File: src/hw/rtl/wed_pkg.sv
package wed_pkg;

    localparam int CHAR_W   = 8;
    localparam int COST_W   = 8;
    localparam int DIST_W   = 17;
    localparam int OP_W     = 2;
    localparam int CFG_IDX_W = 2;

    localparam logic [DIST_W-1:0] DIST_MAX = {DIST_W{1'b1}};

    // register indexes of the configuration port
    localparam logic [CFG_IDX_W-1:0] CFG_INSERT     = 2'd0;
    localparam logic [CFG_IDX_W-1:0] CFG_DELETE     = 2'd1;
    localparam logic [CFG_IDX_W-1:0] CFG_SUBSTITUTE = 2'd2;

    typedef enum logic [OP_W-1:0] {
        OP_SRC = 2'd0,
        OP_TGT = 2'd1,
        OP_RUN = 2'd2
    } t_op;

    typedef enum logic [1:0] {
        ST_IDLE,
        ST_RUN,
        ST_DONE
    } t_state;

    typedef struct packed {
        logic [OP_W-1:0]   operation;
        logic [CHAR_W-1:0] symbol;
    } t_in_item;

    typedef struct packed {
        logic [DIST_W-1:0] distance;
        logic              overflow;
    } t_out_item;

    // one row of the table moving along the chain
    typedef struct packed {
        logic              valid;
        logic              last;
        logic              init;
        logic [CHAR_W-1:0] sc;
        logic [DIST_W-1:0] left;
        logic [DIST_W-1:0] diag;
    } t_tok;

    typedef struct packed {
        logic              tgt_wr;
        logic              clr;
        logic [CHAR_W-1:0] sym;
        logic [COST_W-1:0] ins;
        logic [COST_W-1:0] del;
        logic [COST_W-1:0] sub;
    } t_cell_ctrl;

    function automatic logic [DIST_W-1:0] sat_add(input logic [DIST_W-1:0] a,
                                                  input logic [DIST_W-1:0] b);
        logic [DIST_W:0] s;
        s = {1'b0, a} + {1'b0, b};
        return s[DIST_W] ? DIST_MAX : s[DIST_W-1:0];
    endfunction

endpackage

File: src/hw/rtl/wed_feed.sv
module wed_feed #(
    parameter int MAX_LEN = 256,
    parameter int LEN_W   = 9,
    parameter int ADDR_W  = 8
) (
    input  logic                       i_clk,
    input  logic                       i_rst_n,
    input  logic                       i_start,
    input  logic [LEN_W-1:0]           i_src_len,
    input  logic                       i_src_wr,
    input  logic [wed_pkg::CHAR_W-1:0] i_sym,
    input  logic [wed_pkg::COST_W-1:0] i_del,
    output wed_pkg::t_tok              o_tok,
    output logic                       o_busy
);

    logic [wed_pkg::CHAR_W-1:0] mem [MAX_LEN];
    logic [wed_pkg::CHAR_W-1:0] r_rdata;
    logic                       r_run;
    logic [LEN_W-1:0]           r_k;
    logic [LEN_W-1:0]           r_n;
    logic [wed_pkg::DIST_W-1:0] r_col;
    logic [wed_pkg::DIST_W-1:0] n_col;
    logic                       is_last;

    always_ff @(posedge i_clk) begin
        if (i_src_wr) begin
            mem[i_src_len[ADDR_W-1:0]] <= i_sym;
        end
        r_rdata <= mem[r_k[ADDR_W-1:0]];
    end

    assign is_last = (r_k == r_n);
    assign n_col   = (r_k == '0) ? '0
                   : wed_pkg::sat_add(r_col, wed_pkg::DIST_W'(i_del));

    always_ff @(posedge i_clk) begin
        if (!i_rst_n) begin
            r_run <= 1'b0;
        end else if (i_start) begin
            r_run <= 1'b1;
        end else if (r_run && is_last) begin
            r_run <= 1'b0;
        end
    end

    always_ff @(posedge i_clk) begin
        if (i_start) begin
            r_k   <= '0;
            r_n   <= i_src_len;
            r_col <= '0;
        end else if (r_run) begin
            r_k   <= r_k + LEN_W'(1);
            r_col <= n_col;
        end
    end

    // row zero seeds the insert costs, then one source byte per row
    always_comb begin
        o_tok.valid = r_run;
        o_tok.last  = is_last;
        o_tok.init  = (r_k == '0);
        o_tok.sc    = r_rdata;
        o_tok.left  = n_col;
        o_tok.diag  = r_col;
    end

    assign o_busy = r_run;

endmodule

File: config.mk
export PLATFORM = sky130hd
export DESIGN_NAME = wed_feed
export DESIGN_NICKNAME = d
export VERILOG_FILES = /design/src/hw/rtl/wed_pkg.sv /design/src/hw/rtl/wed_feed.sv
export SDC_FILE = /design/constraint.sdc
export NUM_CORES = 2
export LEC_CHECK = 0
export BUFFER_PORTS_ARGS = -buffer_cell sky130_fd_sc_hd__buf_4
export CAP_MARGIN = 0
export CORE_ASPECT_RATIO = 1.75
export CORE_MARGIN = 1.5
export CORE_UTILIZATION = 55
export CTS_CLUSTER_SIZE = 20
export DETAILED_ROUTE_END_ITERATION = 8
export GPL_TIMING_DRIVEN = 0
export PLACE_DENSITY_LB_ADDON = 0.12
export SETUP_SLACK_MARGIN = 0.05
export SYNTH_ARGS = -nofsm -noshare
export SYNTH_HDL_FRONTEND = slang
export SYNTH_SLANG_ARGS = --single-unit
File: constraint.sdc
create_clock -name i_clk -period 7.99 [get_ports i_clk]
set_input_delay 1.1985 -clock i_clk [delete_from_list [all_inputs] [get_ports i_clk]]
set_output_delay 1.1985 -clock i_clk [all_outputs]
set_load 0.005 [all_outputs]
# After elaboration in Yosys (flattened, before gate mapping)
# Memories as Yosys holds them, arrays and structs flattened. A register that Yosys moved wholly into a read port is not among the register bits.
# Index checks and enable logic that the tools add are counted.
# classes
addsub	2
eq_ne	1
n_mux	6
reduce_logical	3
# ops
op	n
$mux W17	2
$add A17 B8 Y18	1
$add A9 B1 Y9 const B	1
$eq A9 B9 Y1	1
$logic_not A9 Y1	1
$mux W1	4
$reduce_bool A2 Y1	1
$logic_and A1 B1 Y1	1
# word_totals
reg_bits	36
mem_bits_rw	2048
n_memories	1
# memory_table
name	words	word_bits	rd	rd_clocked_by_memory_dff	write_ports	line	source
mem	256	8	1	1	1	wed_feed.sv:17	logic [wed_pkg::CHAR_W-1:0] mem [MAX_LEN];

# Depth between registers and ports, before layout
# logic_depth
word_depth	4
depth_mapped	13
ltp_nobuf	10

# Worst setup path before layout
# OpenSTA, ideal clock, no wires.
# synth_path
path_type	input to output
startpoint	in i_del[0] (netlist name)
endpoint	out o_tok[27] (netlist name)
arrival_time_ns	3.379
required_ns	6.792
setup_slack_ns	3.412
cell_stages	11
path_buffers	1
path_cell_list	ha_1 fa_1 a21o_1 a211o_1 a21oi_1 o21a_1 clkbuf_1 inv_1 and3_1 xnor2_1 a21oi_1
# synth_lines
item	line	source
start, declared	wed_feed.sv:12	input logic [wed_pkg::COST_W-1:0] i_del,
end, declared	wed_feed.sv:13	output wed_pkg::t_tok o_tok,

# Worst setup path after layout
# layout_path
startpoint	reg r_k[1]
endpoint	out o_tok[43] (netlist name)
# layout_between
elab_chain_len	1
# layout_rtl
item	line	source
start, declared	wed_feed.sv:20	logic [LEN_W-1:0] r_k;
start signal, assigned	wed_feed.sv:53	r_k <= r_k + LEN_W'(1);
$eq A9 B9 Y1	wed_feed.sv:33	assign is_last = (r_k == r_n);
# Every way passes these cells.

==> key figures <==
Critical path
  • Worst Path Required: 6.79 ns
  • Critical path peak fanout: 10
  • Startpoint types: register
  • Crit path capture type: output port
  • Worst Path Arrival: about 5.7 ns
  • FF-to-FF path depth: 11
  • Setup Crit Path Kind: reg2out

Cells and area
  • Fin nets: 4188
  • Syn-to-layout area delta: 11.8%
  • # fillers: ~10k
  • Share of cells above drive strength 1: 24.8%

Logic synthesis
  • Sequential-to-total area share from yosys stat: 76.6%
  • Post-synth cell types: 62
  • Post-synth EDFFs: 2057
  • Synth Cell Area: 0.0816 mm²
  • Async SR Flop Fraction: 0%
  • Synth Register Bits: ~2.1k
  • Ys flop type: edfxtp_1
  • Syn_nets: ~4k
  • Syn. warnings: 0
  • Synth Instances: 3870
  • Syn_area_per_cell: 21.1 µm²

Timing
  • Final slew viol count: 28
  • Final hold violations: 0
  • Final period utilization: a little under nine tenths
  • RSZ-0062 raised after global routing: no
  • Worst Skew: 0.0360 ns
  • Slew at the pin closest to its max-slew limit: roughly 1.6 ns
  • Fmax achieved: 145 MHz
  • Period minus WS final: around 7 ns
  • Min Hold Slack: 0.494 ns
  • Setup-failing EPs final: 0
  • Sum of negative setup slack: 0 ns
  • Relative slew margins: -8.12%

Drt
  • Final ANT Viol Nets: 0
  • Vias: 46.5k
  • First DRT Iteration DRCs: 8550
  • Total wire length: about 320000 µm
  • DRT Pass-1 Iters: 8
  • DRC: 0
  • Avg WL per Cell: 51.1 µm
  • Via density per instance: 7.37

Global routing
  • First-pass GRT wire length: around 410000 µm
  • Global-route usage over all layers: 43.5%
  • GR Util met1: about half
  • Grt peak-use layer: met2
  • Grt total ovfl: 0
  • Met3 capacity usage during global routing: 14.0%
  • Largest net degree at the start of global routing: 153
  • Met2 usage: 64.3%
  • Initial antenna violation count: 19
  • Vias in the first global route: 43.6k

Clock tree
  • Clock Latency Late Sink: 0.84 ns
  • Clk sinks: 2092
  • Clock buffer depth: 3
  • Post-CTS Setup Repair Bufs: 0
  • H-tree level count: 4
  • Quantity of gates resized following cts: 0
  • Clk pin slew, worst setup/hold paths: 0.07 ns
  • CTS Hold Bufs: 0
  • CTS tree: done
  • CTS buffer count: 181
  • Clock Tree Root: clkbuf_16

Status
  • Failing checks: capacitance limit, slew limit
  • Status: finished, violations left

Floorplanning
  • I/O Pins: 75
  • Core area: 0.147 mm²
  • DIE HEIGHT: 512 µm
  • DIE AREA: 0.151 mm²
  • Starting Density: 55.5%
  • Row cnt: 186
  • Die Width: 294 µm

Placed design
  • Placer Congestion: 1.04
  • # port buffers: 73
  • HPWL Detailed: 211000 µm

Power and ir drop
  • P per Cell Area: 253 mW/mm²
  • Lkg Pwr: between 20 and 30 nW
  • Max VDD drop: 0.230 mV

Run
  • Max_cap viols: 3

Hold path
  • Hold Crit Class: reg2reg
  • Hold Path Depth: 2
## worst max-delay path: stages (launching register included)
cell	delay [ns]
dfxtp_1	0.37
buf_4	0.24
buf_4	0.33
buf_2	0.70
buf_2	0.68
buf_2	0.83
xnor2_1	0.20
nand3_1	0.11
nor4_1	0.98
buf_4	0.25
buf_4	0.10
## area by class of cell
class	instances	area [µm²]	area share (%)
multi-input combinational	1530	17800	19.5
tap	1974	2470	2.71
buffer	239	1360	1.49
sequential	2092	62500	68.5
antenna	26	65.1	0.0713
clock buffer	226	4750	5.21
timing repair buffer	95	1100	1.21
clock inverter	111	1210	1.33
inverter	9	33.8	0.0370
## Yosys cell counts (4+ instances only)
| master | n | area share [%] |
|---|---|---|
| mux2i_1 | 58 | 0.71 |
| o221ai_1 | 8 | 0.086 |
| nor4_1 | 9 | 0.069 |
| a221oi_1 | 16 | 0.17 |
| mux4_2 | 538 | 15 |
| xor2_1 | 9 | 0.097 |
| ha_1 | 10 | 0.15 |
| xnor2_1 | 16 | 0.17 |
| mux2_2 | 5 | 0.069 |
| buf_6 | 25 | 0.35 |
| a31oi_1 | 10 | 0.077 |
| a22oi_1 | 66 | 0.61 |
| clkbuf_1 | 102 | 0.47 |
| nor3b_1 | 5 | 0.046 |
| nor2b_1 | 24 | 0.18 |
| a211o_1 | 5 | 0.054 |
| nor3_1 | 30 | 0.18 |
| buf_2 | 62 | 0.38 |
| dfxtp_1 | 35 | 0.86 |
| buf_1 | 11 | 0.051 |
| o2111ai_1 | 4 | 0.043 |
| nor2_1 | 332 | 1.5 |
| o21bai_1 | 5 | 0.046 |
| a22o_1 | 19 | 0.20 |
| or3_1 | 6 | 0.046 |
| a21oi_1 | 62 | 0.38 |
| and2_1 | 7 | 0.054 |
| nand2_1 | 91 | 0.42 |
| buf_4 | 39 | 0.36 |
| o22ai_1 | 34 | 0.26 |
| a211oi_1 | 13 | 0.12 |
| o211ai_1 | 10 | 0.092 |
| nand2b_1 | 14 | 0.11 |
| nand4_1 | 14 | 0.11 |
| inv_1 | 8 | 0.037 |
| o21ai_0 | 28 | 0.17 |
| edfxtp_1 | 2057 | 76 |
| nand3_1 | 45 | 0.28 |
## per-layer routing
layer / up-vias / wire (µm)
met3: 1205 / 41700
met5: - / 109
met1: 24316 / 98500
met2: 4231 / 145000
met4: 16 / 36700
li1: 16693 / -
## final timing paths
path | from | to | slack [ns]
hold reg to reg | r_col[6]$_SDFFE_PP0P_ | r_col[6]$_SDFFE_PP0P_ | 0.49
hold / removal | r_col[6]$_SDFFE_PP0P_ | r_col[6]$_SDFFE_PP0P_ | 0.49
setup reg to reg | r_k[2]$_SDFFE_PP0P_ | r_rdata[4]$_DFF_P_ | 1.43
setup / recovery | r_k[1]$_SDFFE_PP0P_ | o_tok[43] | 1.10
## logic make-up (layout without fill, tap and decap cells)
logic type	count (synthesis)	in the layout	synth area share, %
other	0	26	0
buffers and inverters	248	680	1.65
adders and majority gates	11	11	0.178
AOI/OAI and AO/OA	304	304	2.58
muxes	601	601	15.6
DFF	2092	2092	76.6
and+or+nand+nor	589	589	3.13
xor gates and xnor gates	25	25	0.268
## state kept, by name, indices dropped and copies added, names as in the netlist
register and flops:
mem 2048, r_col 17, r_k 9, r_n 9, r_rdata 8, o_busy 1
## cell usage in the layout (no fill, tap or decap), types with 20 or more instances in the layout
| cell type | count |
|---|---|
| nand3_1 | 45 |
| nor2_1 | 331 |
| clkbuf_16 | 183 |
| diode_2 | 26 |
| nand2_1 | 91 |
| clkinv_1 | 38 |
| o22ai_1 | 34 |
| nor3_1 | 30 |
| clkbuf_2 | 32 |
| o21ai_0 | 28 |
| nor2b_1 | 24 |
| buf_4 | 104 |
| edfxtp_1 | 2057 |
| clkinv_2 | 28 |
| clkbuf_1 | 112 |
| buf_2 | 68 |
| dfxtp_1 | 35 |
| mux4_2 | 538 |
| a21oi_1 | 61 |
| a22oi_1 | 66 |
| mux2i_1 | 58 |
| bufinv_16 | 20 |
| buf_6 | 25 |
## power breakdown
group          switching, mW  internal (mW)  total, mW
Clock                   4.16           4.91       9.07
Sequential            0.0118           12.1       12.1
Combinational           1.37          0.586       1.96
## per-stage QoR
step,instance area (µm²),total power [mW],setup slack [ns],cells,util (%)
after floorplan,81600,13.1,3.41,3870,-
after global placement,84600,14.2,1.39,5917,57.5
after detailed placement,85200,14.2,1.81,5939,57.9
after CTS,91200,23.0,1.35,6276,62.0
after global routing,91200,23.3,1.19,6277,62.0
final,91200,23.1,1.10,6302,62.0
(Power assumes the default switching activity.)
