**src/hw/rtl/wed_pkg.sv**
```systemverilog
package wed_pkg;

    localparam int CHAR_W   = 8;
    localparam int COST_W   = 8;
    localparam int DIST_W   = 17;
    localparam int OP_W     = 2;
    localparam int CFG_IDX_W = 2;

    localparam logic [DIST_W-1:0] DIST_MAX = {DIST_W{1'b1}};

    // register indexes of the configuration port
    localparam logic [CFG_IDX_W-1:0] CFG_INSERT     = 2'd0;
    localparam logic [CFG_IDX_W-1:0] CFG_DELETE     = 2'd1;
    localparam logic [CFG_IDX_W-1:0] CFG_SUBSTITUTE = 2'd2;

    typedef enum logic [OP_W-1:0] {
        OP_SRC = 2'd0,
        OP_TGT = 2'd1,
        OP_RUN = 2'd2
    } t_op;

    typedef enum logic [1:0] {
        ST_IDLE,
        ST_RUN,
        ST_DONE
    } t_state;

    typedef struct packed {
        logic [OP_W-1:0]   operation;
        logic [CHAR_W-1:0] symbol;
    } t_in_item;

    typedef struct packed {
        logic [DIST_W-1:0] distance;
        logic              overflow;
    } t_out_item;

    // one row of the table moving along the chain
    typedef struct packed {
        logic              valid;
        logic              last;
        logic              init;
        logic [CHAR_W-1:0] sc;
        logic [DIST_W-1:0] left;
        logic [DIST_W-1:0] diag;
    } t_tok;

    typedef struct packed {
        logic              tgt_wr;
        logic              clr;
        logic [CHAR_W-1:0] sym;
        logic [COST_W-1:0] ins;
        logic [COST_W-1:0] del;
        logic [COST_W-1:0] sub;
    } t_cell_ctrl;

    function automatic logic [DIST_W-1:0] sat_add(input logic [DIST_W-1:0] a,
                                                  input logic [DIST_W-1:0] b);
        logic [DIST_W:0] s;
        s = {1'b0, a} + {1'b0, b};
        return s[DIST_W] ? DIST_MAX : s[DIST_W-1:0];
    endfunction

endpackage

```
**src/hw/rtl/wed_cell.sv**
```systemverilog
module wed_cell #(
    parameter int LEN_W = 9,
    parameter int IDX   = 0
) (
    input  logic                i_clk,
    input  logic                i_rst_n,
    input  wed_pkg::t_cell_ctrl i_ctrl,
    input  logic [LEN_W-1:0]    i_tgt_len,
    input  wed_pkg::t_tok       i_tok,
    output wed_pkg::t_tok       o_tok
);

    logic                          r_active;
    logic [wed_pkg::CHAR_W-1:0]    r_ch;
    logic [wed_pkg::DIST_W-1:0]    r_val;
    wed_pkg::t_tok                 r_tok;

    logic [wed_pkg::DIST_W-1:0]    n_val;
    logic [wed_pkg::DIST_W-1:0]    up_cost;
    logic [wed_pkg::DIST_W-1:0]    left_cost;
    logic [wed_pkg::DIST_W-1:0]    diag_cost;
    logic [wed_pkg::DIST_W-1:0]    m01;
    logic [wed_pkg::COST_W-1:0]    sub;
    logic                          wr_here;

    assign wr_here = i_ctrl.tgt_wr && (i_tgt_len == LEN_W'(IDX));
    assign sub     = (i_tok.sc == r_ch) ? '0 : i_ctrl.sub;

    always_comb begin
        up_cost   = wed_pkg::sat_add(r_val, wed_pkg::DIST_W'(i_ctrl.del));
        left_cost = wed_pkg::sat_add(i_tok.left, wed_pkg::DIST_W'(i_ctrl.ins));
        diag_cost = wed_pkg::sat_add(i_tok.diag, wed_pkg::DIST_W'(sub));
        m01       = (up_cost < left_cost) ? up_cost : left_cost;
        if (i_tok.init) begin
            n_val = left_cost;
        end else begin
            n_val = (m01 < diag_cost) ? m01 : diag_cost;
        end
    end

    always_ff @(posedge i_clk) begin
        if (!i_rst_n) begin
            r_active <= 1'b0;
        end else if (i_ctrl.clr) begin
            r_active <= 1'b0;
        end else if (wr_here) begin
            r_active <= 1'b1;
        end
    end

    always_ff @(posedge i_clk) begin
        if (wr_here) begin
            r_ch <= i_ctrl.sym;
        end
        if (i_tok.valid && r_active) begin
            r_val <= n_val;
        end
    end

    // cells past the target length pass the row value through untouched
    always_ff @(posedge i_clk) begin
        if (!i_rst_n) begin
            r_tok.valid <= 1'b0;
        end else begin
            r_tok.valid <= i_tok.valid;
        end
        r_tok.last <= i_tok.last;
        r_tok.init <= i_tok.init;
        r_tok.sc   <= i_tok.sc;
        r_tok.left <= r_active ? n_val : i_tok.left;
        r_tok.diag <= r_val;
    end

    assign o_tok = r_tok;

endmodule

```
**config.mk**
```make
export PLATFORM = sky130hd
export DESIGN_NAME = wed_cell
export DESIGN_NICKNAME = d
export VERILOG_FILES = /design/src/hw/rtl/wed_pkg.sv /design/src/hw/rtl/wed_cell.sv
export SDC_FILE = /design/constraint.sdc
export NUM_CORES = 1
export LEC_CHECK = 0
export ABC_AREA = 1
export BUFFER_PORTS_ARGS = -buffer_cell sky130_fd_sc_hd__buf_2
export CAP_MARGIN = 20
export CELL_PAD_IN_SITES_DETAIL_PLACEMENT = 1
export CELL_PAD_IN_SITES_GLOBAL_PLACEMENT = 1
export CORE_AREA = 10 10 135 137
export DETAILED_ROUTE_END_ITERATION = 7
export DIE_AREA = 0 0 145 147
export GPL_ROUTABILITY_DRIVEN = 1
export PLACE_DENSITY = 0.78
export SLEW_MARGIN = 20
export SYNTH_ARGS = -nofsm -noshare
export SYNTH_HDL_FRONTEND = slang
export SYNTH_SLANG_ARGS = --single-unit
```
**constraint.sdc**
```tcl
create_clock -name i_clk -period 5.65 [get_ports i_clk]
set_input_delay 0.2825 -clock i_clk [delete_from_list [all_inputs] [get_ports i_clk]]
set_output_delay 0.2825 -clock i_clk [all_outputs]
set_load 0.02 [all_outputs]
```
**Word-level counts from Yosys, hierarchy flattened**

Index checks and enable logic that the tools add are counted.
W data, S select, Z words.

- Flip-flop bits (word level): 71
- Output and inout port bits: 45

- $add $sub $neg: 3
- Order comparisons: 2
- Eq/ne operators: 1
- Multiplexer cells: 8
- Bitwise gates (word level): 1
- Reductions and logical operators: 4

Operator list:

| kind | number |
|---|---|
| $mux W17 | 7 |
| $add A17 B8 Y18 | 3 |
| $lt A17 B17 Y1 | 2 |
| $logic_not A9 Y1 | 1 |
| $eq A8 B8 Y1 | 1 |
| $mux W8 | 1 |
| $logic_and A1 B1 Y1 | 2 |
| $reduce_or A2 Y1 | 1 |
| $not A1 Y1 | 1 |

**Longest topological paths before layout**

Gate-level depths: netlist of the first run.

- Depth after elaboration: 8
- Gate-level depth with buffers: 37
- Depth with buffers taken out: 35

**Least setup slack after synthesis of the first run**

Ideal clock, no wire load.

- Kind: flip-flop to flip-flop
- Start point: register r_val[0] in the netlist's numbering
- End point: register r_val[12] in the netlist's numbering (data pin)
- Setup time: 255 ps
- Data arrival time: 5229 ps
- Data required time: 5395 ps
- Path slack: 167 ps
- Cell stages (with the launch flop): 32
- Buffers on the path: 2
- Cell sequence: edfxtp_1 > ha_1 > fa_1 > nand3_1 > a21oi_1 > nor3b_1 > o21ai_0 > nand3_1 > nor2_1 > inv_1 > or2_2 > nand3_1 > ha_1 > nand2_1 > nor2_1 > a211oi_1 > o21ai_0 > a221oi_1 > nand2_2 > buf_2 > o21ai_0 > inv_1 > ha_1 > nand4_1 > nor3_1 > inv_1 > nor4_1 > nand2_4 > buf_4 > nand3_1 > nand3_1 > and2_1

- Word-level cells in the longest chain between the ends: 7

RTL lines:

| item | line | RTL |
|---|---|---|
| start: declaration | wed_cell.sv:15 | `logic [wed_pkg::DIST_W-1:0] r_val;` |
| start signal: assignment | wed_cell.sv:56 | `r_val <= n_val;` |
| $add A17 B8 Y18 * | wed_pkg.sv:60 | `s = {1'b0, a} + {1'b0, b};` |
| $mux W17 * | wed_pkg.sv:61 | `return s[DIST_W] ? DIST_MAX : s[DIST_W-1:0];` |
| $lt A17 B17 Y1 | wed_cell.sv:33 | `m01 = (up_cost < left_cost) ? up_cost : left_cost;` |
| $mux W17 * | wed_cell.sv:33 |  |
| $lt A17 B17 Y1 | wed_cell.sv:37 | `n_val = (m01 < diag_cost) ? m01 : diag_cost;` |
| $mux W17 * | wed_cell.sv:37 |  |
| $mux W17 * | wed_cell.sv:34 | `if (i_tok.init) begin` |
| via n_val, one bit | wed_cell.sv:18 | `logic [wed_pkg::DIST_W-1:0] n_val;` |

The timed path passes the listed nets; every way through them passes the cells marked *.
A chain may end at the register's enable or synchronous reset.

**Final worst setup path of the first run**

- Start point: register r_val[0] in the netlist's numbering
- End point: register r_val[14] in the netlist's numbering (data pin)

Same word-level chain as after synthesis.

==> results of run 1 <==
==> sequential cells by signal, indices dropped and copies added (netlist names) <==
signal and cells:
o_tok 45, r_val 17, r_ch 8, r_active 1
==> worst max-delay path: cells and delay by family, from the launching register on <==
| kind | cells | cell delay, ns |
|---|---|---|
| AO/OA/AOI/OAI | 11 | 1.75 |
| adder cells (fa/ha/maj) | 4 | 1.08 |
| buffers and inverters | 5 | 0.64 |
| flip-flops | 1 | 0.39 |
| AND/OR/NAND/NOR | 12 | 1.34 |
==> cell families after synthesis <==
group           count (synthesis)  synth area share [%]
simple gates                  383                  32.8
buf+inv                        97                  7.22
compound gates                 90                  9.40
flops                          71                  31.3
fa+ha+maj                      58                  14.0
xor+xnor                       32                  5.25
==> through the flow <==
| stage | total power, mW | std cells | instance area (um2) | util, % |
|---|---|---|---|---|
| floorplan | 0.858 | 731 | 5340 | - |
| global route | 1.76 | 1133 | 7200 | 46.1 |
| global placement | 1.00 | 1107 | 6530 | 41.8 |
| finish | 1.66 | 1133 | 7200 | 46.1 |
| detailed placement | 1.01 | 1107 | 6530 | 41.8 |
| CTS | 1.63 | 1123 | 6860 | 44.0 |
==> metal layers <==
| layer | wire length (um) | vias to the layer above | track usage, % |
|---|---|---|---|
| met5 | 0 | - | 0 |
| met4 | 303 | 0 | 5.31 |
| met1 | 8520 | 2574 | 20.7 |
| li1 | - | 2772 | - |
| met2 | 8720 | 142 | 27.9 |
| met3 | 908 | 20 | 4.21 |
==> power by group through the flow <==
stage / registers, mW / clock network (mW) / logic [mW]
floorplan: 0.571 / 0 / 0.286
global placement: 0.557 / 0 / 0.446
detailed placement: 0.558 / 0 / 0.457
CTS: 0.547 / 0.618 / 0.464
global route: 0.547 / 0.644 / 0.566
finish: 0.547 / 0.612 / 0.498
==> worst min path at each step <==
stage | endpoint | slack (ns) | cells past startpoint
final | o_tok[43]$_DFF_P_ | 0.03 | 1
after global routing | o_tok[43]$_DFF_P_ | 0.02 | 1
after CTS | o_tok[43]$_DFF_P_ | 0.02 | 1
after detailed placement | o_tok[0]$_DFF_P_ | 0.36 | 0
after global placement | o_tok[0]$_DFF_P_ | 0.36 | 0
after floorplan | o_tok[34]$_DFF_P_ | 0.31 | 0
==> cells in the mapped netlist (3+ instances only) <==
cell and n:
a211oi_1 3, a21oi_1 35, and2_1 7, buf_2 5
clkbuf_1 6, clkinv_1 3, dfxtp_1 46, edfxtp_1 25
fa_1 3, ha_1 55, inv_1 79, nand2_1 188
nand2_2 11, nand2_4 4, nand3_1 67, nand3_2 8
nand4_1 6, nor2_1 62, nor3_1 7, nor4_1 3
o21ai_0 29, o21ai_1 7, or2_2 12, xnor2_1 16
xor2_1 16
==> cell type report <==
class / count / area [um2]
well taps: 216 / 270
multi-input cells: 563 / 3550
clock buffers: 10 / 250
fillers: 2002 / 8400
flip-flops and latches: 71 / 1670
inverters: 83 / 312
clock inverters: 6 / 66.3
repair buffers: 184 / 1080
==> what timing repair did <==
item | 4_1_cts | 5_1_grt
gates resized for setup | 4 | 59
setup endpoints to repair | 34 | 34
pin swaps | 0 | 11
buffers inserted | 0 | 10
==> results.tsv, run 1 <==
metric	value	unit
status	finished, final reports clean	
Detailed Routing Iterations Pass 1	4	
maxcap violations	0	
syn_nets	879	
Clock Path Buffers	2	
core area	15600	um2
DP Worst Slack	-0.186	ns
pin count of the biggest net entering global routing	21	
clk root buf	clkbuf_16	
Cell variety after synth	45	
CTS Sinks	71	
DRC	0	
DRT Wirelength	18.5	mm
CTS clk-pin slew, worst paths	0.06	ns
initial antenna violation count	0	
number of I/O pins	135	
ys async rst share	0	%
vias in the first global route	5955	
routability cong.	0.837	
Avg Cell Area, Syn	7.30	um2
Post-Synthesis Cell Area	5340	um2
worst skew pair latency	0.36	ns
worst reg2reg setup slack	0.19	ns
via count	5508	
Total Die Area	21300	um2
Worst Hold Class	in -> reg	
Final Slew Violations	0	
Initial Util	34.2	%
share of post-route cells with drive strength above 1	30.6	%
internal power	1.12	mW
Layout area overhead	34.8	%
Final nets	1060	
row count	46	
GRT overflow	0	
switching power total	540	uW
data required time of the worst path	5.76	ns
top cells by area, synth	dfxtp_1, edfxtp_1, nand2_1	
Worst setup EP type	flop	
Synth Warn #	0	
Die X-Extent	145	um
Leak	3.60	nW
Critical Setup Path Class	reg -> reg	
CP peak stage delay	0.39	ns
critical path's slowest cell	edfxtp_1	
CTS tree	built	
R2R Path End	r_val[14]$_DFFE_PP_	
Die Y	147	um
Initial DRC Count	322	
Tot GR Track Use	16.7	%
#FFs+latches synth	71	
slew of the pin with the lowest slew margin	0.983	ns
Peak Freq	183	MHz
first-pass GRT wire length	29.5	mm
area leader, netlist	dfxtp_1	
Antenna diodes	0	
routed vias/inst	4.86	
Num CTS Buffers	9	
WL/cell	16.3	um
Worst Path Max Fanout	17	
fin crit period	5.46	ns
post-route worst setup slack	0.193	ns
port bufs	134	
final setup vio count	0	
P per Cell Area	230	nW/um2
critical path arrival	5.57	ns
post-DP HPWL	14.6	mm
clock share of power	37.0	%
CP startpoint	r_val[0]$_DFFE_PP_	
most common cell after layout, fill and taps aside	nand2_1	
Post-synth top flop	dfxtp_1	
Post-Route Skew	0.00655	ns
crit share post-route	96.6	%
number of synthesized flops with an enable pin	25	
Setup crit start kind	flop	
Comb power frac	30.1	%
R2R depth	32	
Min-Delay Startpoint	i_tok[43]	
R2R Path Start	r_val[0]$_DFFE_PP_	
Mapped Cells	731	
Final Hold Fails	0	
most frequent cells in the layout	nand2_1, buf_2, inv_1, nor2_1, nand3_1	
maximum vdd ir drop	0.000167	V
sw frac	32.6	%
area share of the largest cell type after synthesis	17.2	%
Antenna Nets Post-Route	0	
# hold bufs at CTS	0	
Worst setup endpoint	r_val[14]$_DFFE_PP_	
worst slew margin relative to its limit	34.0	%
Seq/Total Area, Yosys	31.3	%
Sequential Power Share	33.0	%
TNS Setup	0	ns
Fin Hold WS	0.0264	ns
H-tree depth	3	
No activity file was read; power rests on OpenSTA's default activity.
==> inputs of run 2 (changes only) <==
--- a/config.mk
+++ b/config.mk
@@ -10,11 +10,12 @@
 export CAP_MARGIN = 20
 export CELL_PAD_IN_SITES_DETAIL_PLACEMENT = 1
 export CELL_PAD_IN_SITES_GLOBAL_PLACEMENT = 1
-export CORE_AREA = 10 10 135 137
+export CORE_AREA = 10 10 133 135
+export CTS_BUF_LIST = sky130_fd_sc_hd__clkbuf_8
 export DETAILED_ROUTE_END_ITERATION = 7
-export DIE_AREA = 0 0 145 147
+export DIE_AREA = 0 0 143 145
 export GPL_ROUTABILITY_DRIVEN = 1
-export PLACE_DENSITY = 0.78
+export PLACE_DENSITY = 0.8
 export SLEW_MARGIN = 20
 export SYNTH_ARGS = -nofsm -noshare
 export SYNTH_HDL_FRONTEND = slang
==> run 2 against run 1 <==
Net effect: the run now ends with setup timing left; critical path depth is 1 lower; sequential power barely moved; global-route usage rose by 0.64 points; flip-flop and latch count is the same; utilization grew 3.0 points; via count up 5.9%; setup slack worse by 0.30 ns; count of clock-buffer cells in the layout shrank 1; routed wire length grew 10%; clock power shrank 23%; design area increased by 2.6%; cell count unchanged.
==> results.tsv, run 2 (same netlist as run 1, synthesis figures left out) <==
metric	value	unit
clock share of power	30.0	%
Die Y	145	um
Fin Hold WS	0.0184	ns
H-tree depth	3	
routability cong.	0.834	
core area	15000	um2
DRC	0	
met3 GRT Util	4.01	%
DRT Wirelength	20.4	mm
DP Worst Slack	-0.289	ns
sw frac	34.6	%
Total Die Area	20700	um2
crit share post-route	102	%
pin count of the biggest net entering global routing	21	
FILL cells	1941	
Peak Freq	174	MHz
critical path's slowest cell	edfxtp_1	
most frequent cells in the layout	nand2_1, buf_2, inv_1, buf_4	
TNS Setup	-0.606	ns
failing checks	setup timing	
FF/Latch Area	1670	um2
Detailed Routing Iterations Pass 1	5	
Final Hold Fails	0	
Clock Path Buffers	2	
met2 Usage GRT	29.4	%
Worst path most repeated cell	nand2_1	
worst reg2reg setup slack	-0.11	ns
CP peak stage delay	0.42	ns
worst skew pair latency	0.39	ns
share of post-route cells with drive strength above 1	33.1	%
post-route cell area	7380	um2
Layout area overhead	38.3	%
met1 usage	21.3	%
RSZ-0062 raised after global routing	yes	
post-route worst setup slack	-0.108	ns
CTS clk-pin slew, worst paths	0.09	ns
data required time of the worst path	5.91	ns
CTS tree	built	
number of I/O pins	135	
initial antenna violation count	0	
Leak	3.73	nW
clk root buf	clkbuf_8	
Num CTS Buffers	9	
row count	45	
P per Cell Area	212	nW/um2
GRT overflow	0	
Worst setup EP type	flop	
Final Slew Violations	0	
port bufs	134	
most crowded layer after global routing	met2	
via count	5833	
vias in the first global route	5816	
most common cell after layout, fill and taps aside	nand2_1	
maximum vdd ir drop	0.000109	V
post-route insts no fill	1133	
multi-input logic area	3620	um2
Sequential Power Share	34.8	%
worst slew margin relative to its limit	38.3	%
placed cell area	6570	um2
post-DP HPWL	15.0	mm
critical path arrival	6.02	ns
Antenna diodes	0	
final setup vio count	14	
Setup crit start kind	flop	
Initial Util	35.5	%
Antenna Nets Post-Route	0	
maxcap violations	0	
Critical Setup Path Class	reg -> reg	
Post-Route Skew	0.0168	ns
internal power	1.03	mW
Final nets	1088	
WL/cell	18.0	um
Comb power frac	35.2	%
fin crit period	5.76	ns
Tot GR Track Use	17.4	%
switching power total	542	uW
slew of the pin with the lowest slew margin	0.918	ns
placed cells	1090	
CTS Sinks	71	
max reg flops	45	
Worst Hold Class	in -> reg	
status	finished, violations left	
routed vias/inst	5.15	
first-pass GRT wire length	29.3	mm
Initial DRC Count	275	
Die X-Extent	143	um
Worst Path Max Fanout	10	
## run 2: changes by cell type in the layout (fill, tap and decap cells not counted), sizes merged
| cell | delta |
|---|---|
| clkinv | +2 |
| dlygate4sd3 | +1 |
| clkinvlp | -2 |
| bufinv | +1 |
| nand2 | +1 |
| buf | +25 |
## run 2: layout make-up
class                      count  area share (%)
clock inverter                 7            1.30
multi-input combinational    564            49.0
clock buffer                   9            1.68
tap                          188            3.19
timing repair buffer         211            18.0
inverter                      83            4.22
sequential                    71            22.6
## run 2: path summary, 6_finish.rpt
check                      start           endpoint  cells past startpoint
min                    i_tok[41]  o_tok[41]$_DFF_P_                      1
min reg2reg  r_val[15]$_DFFE_PP_  o_tok[15]$_DFF_P_                      0
max reg2reg   r_val[0]$_DFFE_PP_  o_tok[25]$_DFF_P_                     31
max           r_val[0]$_DFFE_PP_  o_tok[25]$_DFF_P_                     31
## run 2: metrics by stage
stage          util (%)  power [mW]
2_1_floorplan         -       0.858
3_3_place_gp       43.7        1.01
3_5_place_dp       43.7        1.03
4_1_cts            45.6        1.50
5_1_grt            49.1        1.66
6_report           49.1        1.57
## run 2: timing repair
action | 4_1_cts | 5_1_grt
hold buffers | 1 | 0
setup endpoints to repair | 34 | 34
cloned | 0 | 2
pin swaps | 3 | 41
setup buffers | 5 | 19
gates resized for setup | 4 | 77
endpoints found under the hold margin | 1 | 0
## run 2: power groups by stage
stage                     Combinational, mW  Clock, mW  Sequential [mW]
after global routing                  0.611      0.501            0.547
after CTS                             0.477      0.473            0.546
final                                 0.552      0.471            0.546
after global placement                0.452          0            0.557
after detailed placement              0.467          0            0.558
after floorplan                       0.286          0            0.571
## run 2: worst max-delay path, delay by kind of cell, from the launching register on
family	cells	cell delay, ns
AO/OA/AOI/OAI	11	2.04
AND/OR/NAND/NOR	12	1.41
buffers and inverters	4	0.52
adder cells (fa/ha/maj)	4	1.22
flip-flops	1	0.42
## run 2: routing by layer
| metal | vias to the layer above | wire length, um |
|---|---|---|
| met2 | 169 | 10300 |
| met3 | 40 | 1110 |
| met4 | 0 | 399 |
| li1 | 2837 | - |
| met5 | - | 0 |
| met1 | 2787 | 8570 |
==> inputs of run 3 (changes only) <==
--- a/config.mk
+++ b/config.mk
@@ -10,13 +10,12 @@
 export CAP_MARGIN = 20
 export CELL_PAD_IN_SITES_DETAIL_PLACEMENT = 1
 export CELL_PAD_IN_SITES_GLOBAL_PLACEMENT = 1
-export CORE_AREA = 10 10 133 135
+export CORE_AREA = 10 10 128 141
 export CTS_BUF_LIST = sky130_fd_sc_hd__clkbuf_8
 export DETAILED_ROUTE_END_ITERATION = 7
-export DIE_AREA = 0 0 143 145
+export DIE_AREA = 0 0 138 151
 export GPL_ROUTABILITY_DRIVEN = 1
-export PLACE_DENSITY = 0.8
-export SLEW_MARGIN = 20
+export PLACE_DENSITY = 0.79
 export SYNTH_ARGS = -nofsm -noshare
 export SYNTH_HDL_FRONTEND = slang
 export SYNTH_SLANG_ARGS = --single-unit
==> run 3 against run 2 <==
Net effect: the flow now finishes without violations; via count down 4.3%; first-iteration DRC count down 30%; count of clock-buffer cells in the layout did not move; clock skew shrank 0.0026 ns; sequential power is essentially flat; die area grew 0.50%; critical path depth is 5 higher; maximum frequency rose by 5.0%; cell count is 1.2% lower; design area fell by 3.6%; critical endpoint is now o_tok[32]$_DFF_P_.
==> results.tsv, run 3 (same netlist as run 1, synthesis figures left out) <==
metric	value	unit
status	finished, final reports clean	
worst skew pair latency	0.38	ns
port bufs	134	
post-route insts no fill	1119	
fin crit period	5.48	ns
Worst Path Max Fanout	9	
Final Slew Violations	0	
CTS Sinks	71	
critical path's top delay family	simple AND/OR/NAND/NOR gates	
maxcap violations	0	
Fin Hold WS	0.0203	ns
clk root buf	clkbuf_8	
Final nets	1066	
placed cells	1087	
fin util	47.3	%
slew of the pin with the lowest slew margin	0.898	ns
initial antenna violation count	0	
first-pass GRT wire length	28.6	mm
number of I/O pins	135	
R2R Path Start	r_val[4]$_DFFE_PP_	
via count	5581	
pin count of the biggest net entering global routing	21	
DRC	0	
Initial Util	35.5	%
Layout area overhead	33.3	%
vias in the first global route	5887	
Buf/Inv on CP	8	
post-DP HPWL	14.9	mm
Tot GR Track Use	16.6	%
Worst Hold Class	in -> reg	
crit share post-route	97.0	%
Post-Route Skew	0.0142	ns
Critical Setup Path Class	reg -> reg	
CTS clk-pin slew, worst paths	0.09	ns
WL/cell	16.9	um
Worst path most repeated cell	nand2_1	
Antenna diodes	0	
critical path arrival	5.80	ns
P per Cell Area	215	nW/um2
share of post-route cells with drive strength above 1	30.9	%
most frequent cells in the layout	nand2_1, buf_2, inv_1, nand3_1, nor2_1	
Final Hold Fails	0	
critical path's slowest cell	edfxtp_1	
maximum vdd ir drop	0.000147	V
Die X-Extent	138	um
Num CTS Buffers	9	
Initial DRC Count	193	
Peak Freq	182	MHz
row count	47	
Total Die Area	20800	um2
final setup vio count	0	
worst slew margin relative to its limit	39.6	%
Detailed Routing Iterations Pass 1	4	
Antenna Nets Post-Route	0	
Die Y	151	um
routability cong.	0.920	
CTS tree	built	
CP peak stage delay	0.49	ns
Leak	3.57	nW
Clock Path Buffers	2	
max reg flops	45	
routed vias/inst	4.99	
most common cell after layout, fill and taps aside	nand2_1	
core area	15100	um2
worst reg2reg setup slack	0.17	ns
H-tree depth	3	
DRT Wirelength	18.9	mm
data required time of the worst path	5.97	ns
GRT overflow	0	
Setup crit start kind	flop	
Worst setup EP type	flop	
Min-Delay Startpoint	i_tok[40]	
CP startpoint	r_val[4]$_DFFE_PP_	
## run 3: power breakdown
| part | switching [mW] | internal (mW) | total, mW |
|---|---|---|---|
| combinational | 0.298 | 0.213 | 0.512 |
| clock | 0.223 | 0.253 | 0.476 |
| sequential | 0.00251 | 0.543 | 0.545 |
## run 3: timing repair
item,4_1_cts,5_1_grt
setup buffers,7,5
pin swaps,6,13
hold endpoints to repair,1,0
gates resized for setup,18,44
endpoints found under the setup margin,34,34
hold buffers,1,0
cloned,3,0
## run 3: per-stage QoR
| stage | cell area, um2 | setup WS [ns] | total power, mW | TNS, ns |
|---|---|---|---|---|
| global placement | 6500 | -0.141 | 1.00 | -0.890 |
| floorplan | 5340 | 0.167 | 0.858 | 0 |
| finish | 7120 | 0.168 | 1.53 | 0 |
| global route | 7120 | -0.211 | 1.63 | -4.85 |
| detailed placement | 6500 | -0.385 | 1.01 | -9.29 |
| CTS | 6850 | 0.0196 | 1.51 | 0 |
## run 3: path summary, 6_finish.rpt
| path | to | depth (start not counted) |
|---|---|---|
| setup / recovery | o_tok[32]$_DFF_P_ | 36 |
| hold / removal | o_tok[40]$_DFF_P_ | 1 |
| setup reg to reg | o_tok[32]$_DFF_P_ | 36 |
| hold reg to reg | o_tok[7]$_DFF_P_ | 0 |
## run 3: area by class of cell
class,count,area [um2]
repair buffers,188,1110
clock inverters,7,103
fillers,1940,7940
inverters,83,314
flip-flops and latches,71,1670
well taps,196,245
clock buffers,9,124
multi-input cells,565,3550
## run 3: layer usage
layer	GRT usage (%)	part of all wire, %
met1	19.0	42
met2	30.4	51
met3	3.79	4.7
met4	4.75	2.1
met5	0	0
